--- src/hdl/siq_pkg.sv ---
package siq_pkg;

   localparam int unsigned DATA_W     = 32;
   localparam int unsigned FUNC_W     = 2;
   localparam int unsigned STATUS_W   = 2;
   localparam int unsigned LENGTH_W   = 5;
   localparam int unsigned CSR_ADDR_W = 3;
   localparam int unsigned CSR_DATA_W = 32;

   localparam logic [CSR_ADDR_W-1:0] CSR_SORT_DESCENDING = 3'd0;

   typedef enum logic [FUNC_W-1:0] {
      FUNC_PUSH_FRONT = 2'd0,
      FUNC_PUSH_REAR  = 2'd1,
      FUNC_SORTED     = 2'd2,
      FUNC_POP_FRONT  = 2'd3
   } func_type;

   typedef enum logic [STATUS_W-1:0] {
      STATUS_OK    = 2'd0,
      STATUS_FULL  = 2'd1,
      STATUS_EMPTY = 2'd2
   } status_type;

   typedef enum logic [1:0] {
      MODE_HOLD   = 2'd0,
      MODE_INSERT = 2'd1,
      MODE_POP    = 2'd2
   } mode_type;

   typedef struct packed {
      mode_type                  mode;
      func_type                  func;
      logic signed [DATA_W-1:0]  value;
      logic                      descending;
   } cell_ctrl_type;

endpackage

--- src/hdl/siq_if.sv ---
interface siq_req_if;
   logic                                  valid;
   logic                                  ready;
   logic [siq_pkg::FUNC_W-1:0]            func;
   logic signed [siq_pkg::DATA_W-1:0]     value;

   modport source (output valid, output func, output value, input ready);
   modport sink   (input valid, input func, input value, output ready);
endinterface

interface siq_rsp_if;
   logic                                  valid;
   logic                                  ready;
   logic signed [siq_pkg::DATA_W-1:0]     popped_value;
   logic                                  pop_valid;
   logic [siq_pkg::STATUS_W-1:0]          status;
   logic [siq_pkg::LENGTH_W-1:0]          length;
   logic                                  is_empty;

   modport source (output valid, output popped_value, output pop_valid, output status,
                   output length, output is_empty, input ready);
   modport sink   (input valid, input popped_value, input pop_valid, input status,
                   input length, input is_empty, output ready);
endinterface

--- src/hdl/siq_cell.sv ---
module siq_cell (
   input  logic                                  clock,
   input  siq_pkg::cell_ctrl_type                ctrl,
   input  logic                                  is_head,
   input  logic                                  occupied,
   input  logic                                  at_tail,
   input  logic signed [siq_pkg::DATA_W-1:0]     left_value,
   input  logic signed [siq_pkg::DATA_W-1:0]     right_value,
   input  logic                                  before_in,
   output logic                                  before_out,
   output logic signed [siq_pkg::DATA_W-1:0]     value_ff
);

   logic signed [siq_pkg::DATA_W-1:0] value_in;
   logic                              goes_before;
   logic                              hit;

   assign goes_before = ctrl.descending ? (value_ff < ctrl.value) : (value_ff > ctrl.value);

   always_comb begin
      case (ctrl.func)
         siq_pkg::FUNC_PUSH_FRONT: hit = is_head;
         siq_pkg::FUNC_PUSH_REAR:  hit = at_tail;
         siq_pkg::FUNC_SORTED:     hit = at_tail | (occupied & goes_before);
         default:                  hit = 1'b0;
      endcase
   end

   assign before_out = before_in | hit;

   always_comb begin
      case (ctrl.mode)
         siq_pkg::MODE_INSERT: begin
            if (before_in) begin
               value_in = left_value;
            end else if (hit) begin
               value_in = ctrl.value;
            end else begin
               value_in = value_ff;
            end
         end
         siq_pkg::MODE_POP: value_in = right_value;
         default:           value_in = value_ff;
      endcase
   end

   always_ff @(posedge clock) begin
      value_ff <= value_in;
   end

endmodule

--- src/hdl/sorted_insert_queue_top.sv ---
// Bounded queue of signed 32-bit values kept as a row of DEPTH cells, front in cell 0.
// Every operation (push front, push rear, sorted insert, pop front) acts on the whole row:
// all cells compare against the new value at once and the insert position ripples from head
// to tail through the cell chain, so one beat is taken per clock while the request port is
// ready, and its response beat is registered and shows up the cycle after. A new request is
// taken while the response register is empty or being drained. Sorted insert goes after
// equal entries; its order follows the sort_descending register, csr byte address 0.
module sorted_insert_queue_top #(
   parameter int unsigned DEPTH = 16
) (
   input  logic                                  clock,
   input  logic                                  reset,
   siq_req_if.sink                               req_bus,
   siq_rsp_if.source                             rsp_bus,
   input  logic                                  csr_psel,
   input  logic                                  csr_penable,
   input  logic                                  csr_pwrite,
   input  logic [siq_pkg::CSR_ADDR_W-1:0]        csr_paddr,
   input  logic [siq_pkg::CSR_DATA_W-1:0]        csr_pwdata,
   output logic [siq_pkg::CSR_DATA_W-1:0]        csr_prdata,
   output logic                                  csr_pready
);

   localparam int unsigned CW = $clog2(DEPTH + 1);

   logic                                  descending_ff;
   logic [CW-1:0]                         count_ff;
   logic [CW-1:0]                         count_in;
   logic                                  rsp_valid_ff;
   logic                                  rsp_valid_in;
   logic signed [siq_pkg::DATA_W-1:0]     popped_ff;
   logic signed [siq_pkg::DATA_W-1:0]     popped_in;
   logic                                  pop_valid_ff;
   logic                                  pop_valid_in;
   siq_pkg::status_type                   status_ff;
   siq_pkg::status_type                   status_in;
   logic [siq_pkg::LENGTH_W-1:0]          length_ff;
   logic                                  empty_ff;

   logic                                  accept;
   logic                                  full;
   logic                                  empty;
   siq_pkg::func_type                     func;
   siq_pkg::cell_ctrl_type                ctrl;
   logic signed [siq_pkg::DATA_W-1:0]     cell_value [DEPTH];
   logic                                  shift_chain [DEPTH+1];
   logic                                  csr_write;

   // csr port
   assign csr_pready = 1'b1;
   assign csr_write  = csr_psel & csr_penable & csr_pwrite;
   assign csr_prdata = (csr_paddr[2] == siq_pkg::CSR_SORT_DESCENDING[2])
                       ? {{(siq_pkg::CSR_DATA_W-1){1'b0}}, descending_ff}
                       : '0;

   always_ff @(posedge clock) begin
      if (reset) begin
         descending_ff <= 1'b0;
      end else if (csr_write && csr_paddr[2] == siq_pkg::CSR_SORT_DESCENDING[2]) begin
         descending_ff <= csr_pwdata[0];
      end
   end

   // request decode
   assign req_bus.ready = !rsp_valid_ff || rsp_bus.ready;
   assign accept        = req_bus.valid && req_bus.ready;
   assign func          = siq_pkg::func_type'(req_bus.func);
   assign full          = count_ff == CW'(DEPTH);
   assign empty         = count_ff == '0;

   always_comb begin
      ctrl.mode       = siq_pkg::MODE_HOLD;
      ctrl.func       = func;
      ctrl.value      = req_bus.value;
      ctrl.descending = descending_ff;
      count_in        = count_ff;
      popped_in       = '0;
      pop_valid_in    = 1'b0;
      status_in       = siq_pkg::STATUS_OK;
      if (func == siq_pkg::FUNC_POP_FRONT) begin
         if (empty) begin
            status_in = siq_pkg::STATUS_EMPTY;
         end else begin
            ctrl.mode    = accept ? siq_pkg::MODE_POP : siq_pkg::MODE_HOLD;
            popped_in    = cell_value[0];
            pop_valid_in = 1'b1;
            count_in     = CW'(count_ff - 1'b1);
         end
      end else if (full) begin
         status_in = siq_pkg::STATUS_FULL;
      end else begin
         ctrl.mode = accept ? siq_pkg::MODE_INSERT : siq_pkg::MODE_HOLD;
         count_in  = CW'(count_ff + 1'b1);
      end
   end

   // cell chain
   assign shift_chain[0] = 1'b0;

   for (genvar i = 0; i < DEPTH; i++) begin : g_cell
      siq_cell u_cell (
         .clock       (clock),
         .ctrl        (ctrl),
         .is_head     (i == 0),
         .occupied    (CW'(i) < count_ff),
         .at_tail     (CW'(i) == count_ff),
         .left_value  ((i == 0) ? req_bus.value : cell_value[(i == 0) ? 0 : i-1]),
         .right_value (cell_value[(i == DEPTH-1) ? i : i+1]),
         .before_in   (shift_chain[i]),
         .before_out  (shift_chain[i+1]),
         .value_ff    (cell_value[i])
      );
   end

   // occupancy and response register
   assign rsp_valid_in = accept || (rsp_valid_ff && !rsp_bus.ready);

   always_ff @(posedge clock) begin
      if (reset) begin
         count_ff     <= '0;
         rsp_valid_ff <= 1'b0;
      end else begin
         rsp_valid_ff <= rsp_valid_in;
         if (accept) begin
            count_ff <= count_in;
         end
      end
   end

   always_ff @(posedge clock) begin
      if (accept) begin
         popped_ff    <= popped_in;
         pop_valid_ff <= pop_valid_in;
         status_ff    <= status_in;
         length_ff    <= siq_pkg::LENGTH_W'(count_in);
         empty_ff     <= count_in == '0;
      end
   end

   assign rsp_bus.valid        = rsp_valid_ff;
   assign rsp_bus.popped_value = popped_ff;
   assign rsp_bus.pop_valid    = pop_valid_ff;
   assign rsp_bus.status       = status_ff;
   assign rsp_bus.length       = length_ff;
   assign rsp_bus.is_empty     = empty_ff;

   assert property (@(posedge clock) disable iff (reset) count_ff <= CW'(DEPTH))
      else $error("entry count beyond depth");

   assert property (@(posedge clock) disable iff (reset) accept |=> rsp_valid_ff)
      else $error("accepted beat produced no response");

   assert property (@(posedge clock) disable iff (reset)
      accept && func == siq_pkg::FUNC_POP_FRONT && !empty
      |=> count_ff == CW'($past(count_ff) - 1'b1) && pop_valid_ff)
      else $error("pop did not remove the front entry");

   assert property (@(posedge clock) disable iff (reset)
      rsp_valid_ff && pop_valid_ff |-> status_ff == siq_pkg::STATUS_OK)
      else $error("popped value reported with error status");

endmodule

--- src/flat_wrapper.sv ---
// flat-port wrapper written by rule: the top's interface ports become plain ports
module sorted_insert_queue_top_flat 
#(
   parameter int unsigned DEPTH = 16
)
  (clock, reset, csr_psel, csr_penable, csr_pwrite, csr_paddr, csr_pwdata, csr_prdata, csr_pready, req_bus_valid, req_bus_func, req_bus_value, req_bus_ready, rsp_bus_valid, rsp_bus_popped_value, rsp_bus_pop_valid, rsp_bus_status, rsp_bus_length, rsp_bus_is_empty, rsp_bus_ready);
  siq_req_if req_bus_i ();
  siq_rsp_if rsp_bus_i ();
  input  logic clock;
  input  logic reset;
  input  logic csr_psel;
  input  logic csr_penable;
  input  logic csr_pwrite;
  input  logic [siq_pkg::CSR_ADDR_W-1:0] csr_paddr;
  input  logic [siq_pkg::CSR_DATA_W-1:0] csr_pwdata;
  output logic [siq_pkg::CSR_DATA_W-1:0] csr_prdata;
  output logic csr_pready;
  input wire logic [$bits(req_bus_i.valid)-1:0] req_bus_valid;
  input wire logic [$bits(req_bus_i.func)-1:0] req_bus_func;
  input wire logic [$bits(req_bus_i.value)-1:0] req_bus_value;
  output wire logic [$bits(req_bus_i.ready)-1:0] req_bus_ready;
  output wire logic [$bits(rsp_bus_i.valid)-1:0] rsp_bus_valid;
  output wire logic [$bits(rsp_bus_i.popped_value)-1:0] rsp_bus_popped_value;
  output wire logic [$bits(rsp_bus_i.pop_valid)-1:0] rsp_bus_pop_valid;
  output wire logic [$bits(rsp_bus_i.status)-1:0] rsp_bus_status;
  output wire logic [$bits(rsp_bus_i.length)-1:0] rsp_bus_length;
  output wire logic [$bits(rsp_bus_i.is_empty)-1:0] rsp_bus_is_empty;
  input wire logic [$bits(rsp_bus_i.ready)-1:0] rsp_bus_ready;
  assign req_bus_i.valid = req_bus_valid;
  assign req_bus_i.func = req_bus_func;
  assign req_bus_i.value = req_bus_value;
  assign req_bus_ready = req_bus_i.ready;
  assign rsp_bus_valid = rsp_bus_i.valid;
  assign rsp_bus_popped_value = rsp_bus_i.popped_value;
  assign rsp_bus_pop_valid = rsp_bus_i.pop_valid;
  assign rsp_bus_status = rsp_bus_i.status;
  assign rsp_bus_length = rsp_bus_i.length;
  assign rsp_bus_is_empty = rsp_bus_i.is_empty;
  assign rsp_bus_i.ready = rsp_bus_ready;
  sorted_insert_queue_top #(.DEPTH(DEPTH)) u_core (.clock(clock), .reset(reset), .req_bus(req_bus_i), .rsp_bus(rsp_bus_i), .csr_psel(csr_psel), .csr_penable(csr_penable), .csr_pwrite(csr_pwrite), .csr_paddr(csr_paddr), .csr_pwdata(csr_pwdata), .csr_prdata(csr_prdata), .csr_pready(csr_pready));
endmodule
--- config.mk ---
export PLATFORM = sky130hd
export DESIGN_NAME = sorted_insert_queue_top_flat
export DESIGN_NICKNAME = d
export VERILOG_FILES = /design/src/hdl/siq_pkg.sv /design/src/hdl/siq_if.sv /design/src/hdl/siq_cell.sv /design/src/hdl/sorted_insert_queue_top.sv /design/src/flat_wrapper.sv
export SDC_FILE = /design/constraint.sdc
export NUM_CORES = 2
export LEC_CHECK = 0
export BUFFER_PORTS_ARGS = -buffer_cell sky130_fd_sc_hd__buf_2
export CAP_MARGIN = 5
export CORE_ASPECT_RATIO = 1.25
export CORE_MARGIN = 1
export CORE_UTILIZATION = 45
export DETAILED_ROUTE_END_ITERATION = 10
export GPL_TIMING_DRIVEN = 1
export HOLD_SLACK_MARGIN = 0.03
export SLEW_MARGIN = 20
export SYNTH_ARGS = -nofsm -noshare
export SYNTH_HDL_FRONTEND = slang
export SYNTH_SLANG_ARGS = --single-unit
--- constraint.sdc ---
create_clock -name clock -period 16.6 [get_ports clock]
set_clock_uncertainty 0.05 [all_clocks]
set_input_delay 0.83 -clock clock [delete_from_list [all_inputs] [get_ports clock]]
set_output_delay 0.83 -clock clock [all_outputs]
set_load 0.05 [all_outputs]
==> flow_metrics.py <==
metrics = {
    "run_status": {
        "run_status": "complete, no violations",
    },
    "die": {
        "die_area_um2": 92400,
        "chipHeight_um": 340,
        "start_util_pct": 45.5,
        "io_pins": 152,
        "core_area_um2": 90200,
        "num_rows": 123,
        "fp.dieW_um": 272,
    },
    "logic_synthesis": {
        "yosys.area.top_type": "edfxtp_1",
        "ys_ff_latch": 560,
        "synth-edff-count": 553,
        "synth.avg_cell_area_um2": 9.84,
        "synth_top_flop_cell": "edfxtp_1",
        "seq_area_frac_synth_pct": 40.8,
        "synthTopCellsByCount": "edfxtp_1 (553), nand2_1 (528), ha_1 (521), o21ai_0 (290)",
        "yosysMostFrequentCell": "edfxtp_1",
        "synth.area.top_cells": "edfxtp_1 (40%), ha_1 (16%), mux2i_1 (5.0%)",
        "yosysUniqueCellTypes": 78,
        "syn_area_um2": 41000,
        "async_reset_ff_share_pct": 0,
        "ys_warn_count": 0,
        "synth_top_area_share_pct": 40.5,
        "syn_inst": 4167,
    },
    "placement": {
        "dp_hpwl_mm": 103,
        "port-buffer-count": 86,
        "gp_congestion": 0.943,
    },
    "cts": {
        "cts_sinks": 560,
        "cts_tree": "built",
        "cts.clk_slew.worst_paths_ns": 0.06,
        "hold_buffers": 0,
        "cts_max_level": 2,
        "cts-buffers-inserted": 61,
        "clock_latency_ns": 0.68,
        "cts_setup_buffers": 0,
        "clock-root-buffer": "clkbuf_16",
        "cts_buffer_depth": 3,
        "cts_resized": 0,
    },
    "min_path": {
        "hold-path-cell-count": 3,
        "min_from": "csr_pwdata[0]",
        "holdPathEnd": "u_core.descending_ff$_SDFFE_PP0P_",
        "hp-class": "in2reg",
    },
    "drt": {
        "ant_nets": 0,
        "drc_errors": 0,
        "vias": 34600,
        "routedWlPerCell_um": 26.3,
        "firstDrtPassIters": 8,
        "finalWirelength_mm": 140,
        "viasPerCell": 6.47,
        "drt_iter0_drc": 3534,
    },
    "grt": {
        "grt_pass1_wl_mm": 208,
        "globalRouteTotalUtil_pct": 29.7,
        "grt_overflow": 0,
        "grtUsageMet3_pct": 3.65,
        "grt_busiest_layer": "met2",
        "grt_max_degree": 217,
        "grtUsageMet2_pct": 47.6,
        "first_global_vias": 33200,
        "antenna_found_initial": 5,
        "grtUsageMet1_pct": 39.5,
    },
    "worst_setup_path": {
        "critical-path-max-stage-delay_ns": 0.75,
        "path_cells": "buf_2, inv_1, ha_1, nand3_1, or3_1, nor3_1, o31a_1, mux2_2, a22oi_1, o41ai_4, nand4_1, buf_4, buf_4, nor2_2, buf_4, o21ai_4, buf_4",
        "setup.worst_path.end_class": "flip-flop",
        "cpLargestDelayFamily": "buffers and inverters",
        "r2r_cells": 16,
        "startpoint_type": "input pin",
        "crit_type": "in2reg",
        "cp_slowest_cell": "buf_4",
        "cp_max_fo": 72,
        "rrSetupSlack_ns": 10.18,
        "cp.required_ns": 16.86,
        "cpMostUsedCell": "buf_4",
        "r2r_start": "u_core.count_ff[1]$_SDFFE_PP0P_",
        "cp.buffers_inverters": 6,
        "worstPathArrival_ns": 7.15,
        "r2r-end": "u_core.g_cell[8].u_cell.value_ff[8]$_DFFE_PP_",
    },
    "timing": {
        "max_freq_mhz": 145,
        "period_share_pct": 41.5,
        "rsz0062_at_grt": "false",
        "setup_tns_ns": 0,
        "worstMarginPinSlew_ns": 1.17,
        "setup_viol": 0,
        "period_minus_slack_ns": 6.89,
        "whs_ns": 0.345,
        "hold_viol_final": 0,
        "relSlewSlack_pct": 21.7,
        "finalMaxSlewViolations": 0,
    },
    "layout": {
        "fillers": 8388,
        "area_delta_synth_final_pct": 9.00,
        "seq_area_um2": 16700,
        "multiInputGateArea_um2": 22900,
        "utilization_pct": 49.6,
        "fin_nets": 4703,
        "drive_gt1_share_pct": 8.09,
    },
    "run": {
        "maxCapViolations": 0,
    },
    "power": {
        "design_power_total_mw": 6.42,
        "power_density_nw_per_um2": 144,
        "vdd_drop_max_uv": 92.2,
        "power.leakage_nw": 17.9,
    },
}
cell families (layout without fill, tap and decap cells):
kind of cell               count (synthesis)  after routing  synth area share [%]
buffers and inverters                    405            363                  4.27
AOI/OAI and AO/OA                       1081           1081                  17.3
DFF                                      560            560                  40.8
other                                      2             36                0.0183
muxes                                    238            238                  6.16
xor gates and xnor gates                   6              6                 0.128
adders and majority gates                521            521                  15.9
and+or+nand+nor                         1354           1354                  15.4
worst max-delay path by stage:
stage                                  from                                             end  slack, ns  cells past startpoint
after floorplan            req_bus_value[7]  u_core.g_cell[11].u_cell.value_ff[0]$_DFFE_PP_       9.58                     16
after global placement    req_bus_value[28]   u_core.g_cell[8].u_cell.value_ff[9]$_DFFE_PP_       9.14                     17
after detailed placement  req_bus_value[28]  u_core.g_cell[8].u_cell.value_ff[10]$_DFFE_PP_       9.16                     17
after CTS                 req_bus_value[31]  u_core.g_cell[8].u_cell.value_ff[21]$_DFFE_PP_       9.85                     17
after global routing      req_bus_value[31]  u_core.g_cell[8].u_cell.value_ff[21]$_DFFE_PP_       9.56                     17
final                     req_bus_value[28]   u_core.g_cell[8].u_cell.value_ff[8]$_DFFE_PP_       9.71                     17
final cells by class:
type,count,area share (%)
multi-input cells,3232,51.2
flip-flops and latches,560,37.5
clock buffers,77,3.60
well taps,1187,3.32
repair buffers,171,2.80
clock inverters,35,0.937
inverters,80,0.672
diodes,4,0.0224
flip-flops by register name (all words and copies together) (netlist names):
name	flops
u_core.rsp_bus.is_empty	1
u_core.rsp_bus.popped_value	32
u_core.g_cell.u_cell.value_ff	512
u_core.rsp_bus.length	5
u_core.rsp_bus.valid	1
u_core.rsp_bus.status	2
u_core.count_ff	5
u_core.rsp_bus.pop_valid	1
u_core.descending_ff	1
where the power goes:
group / leakage [nW] / internal [mW] / switching (mW)
clock network: 0.975 / 0.822 / 0.618
logic: 11.6 / 0.967 / 1.59
registers: 5.28 / 2.10 / 0.324
cells in the final DEF, fill, tap and decap left out, drive strengths merged, types with 12 or more instances in the layout:
cell    Yosys  layout
nand3     230     230
nor3       51      51
mux2       35      35
and4       12      12
clkbuf    230      77
nor2      222     222
mux2i     203     203
nor4       19      19
conb        2      32
a221o      98      98
a211oi     29      29
a21oi     230     230
o21a       14      14
inv        78      79
a221oi     12      12
a21o       89      89
o21ai     295     295
edfxtp    553     553
nand2     528     528
o31ai      41      41
ha        521     521
buf        95     171
nand4     151     151
o211ai     92      92
and3       69      69
o311ai     34      34
nor2b      18      18
clkinv      2      24
a31oi      77      77
worst min-delay path, delay by kind of cell:
family                 cells  cell delay [ns]
AOI/OAI and AO/OA          1             0.05
buffers and inverters      1             0.08
and+or+nand+nor            1             0.07
metal layers:
metal / part of all wire, % / up-vias / routed length (um)
met5: 0 / - / 0
met1: 42 / 16800 / 58800
li1: - / 15900 / -
met4: 5.4 / 0 / 7540
met3: 7.0 / 278 / 9760
met2: 46 / 1610 / 64400
metrics by stage:
stage / area [um2] / setup WS [ns] / std cells
5_1_grt: 44700 / 9.56 / 5346
3_3_place_gp: 42500 / 9.14 / 5223
2_1_floorplan: 41100 / 9.58 / 4197
3_5_place_dp: 42600 / 9.16 / 5226
6_report: 44700 / 9.71 / 5346
4_1_cts: 44600 / 9.85 / 5338
No activity file was read; power rests on OpenSTA's default activity.
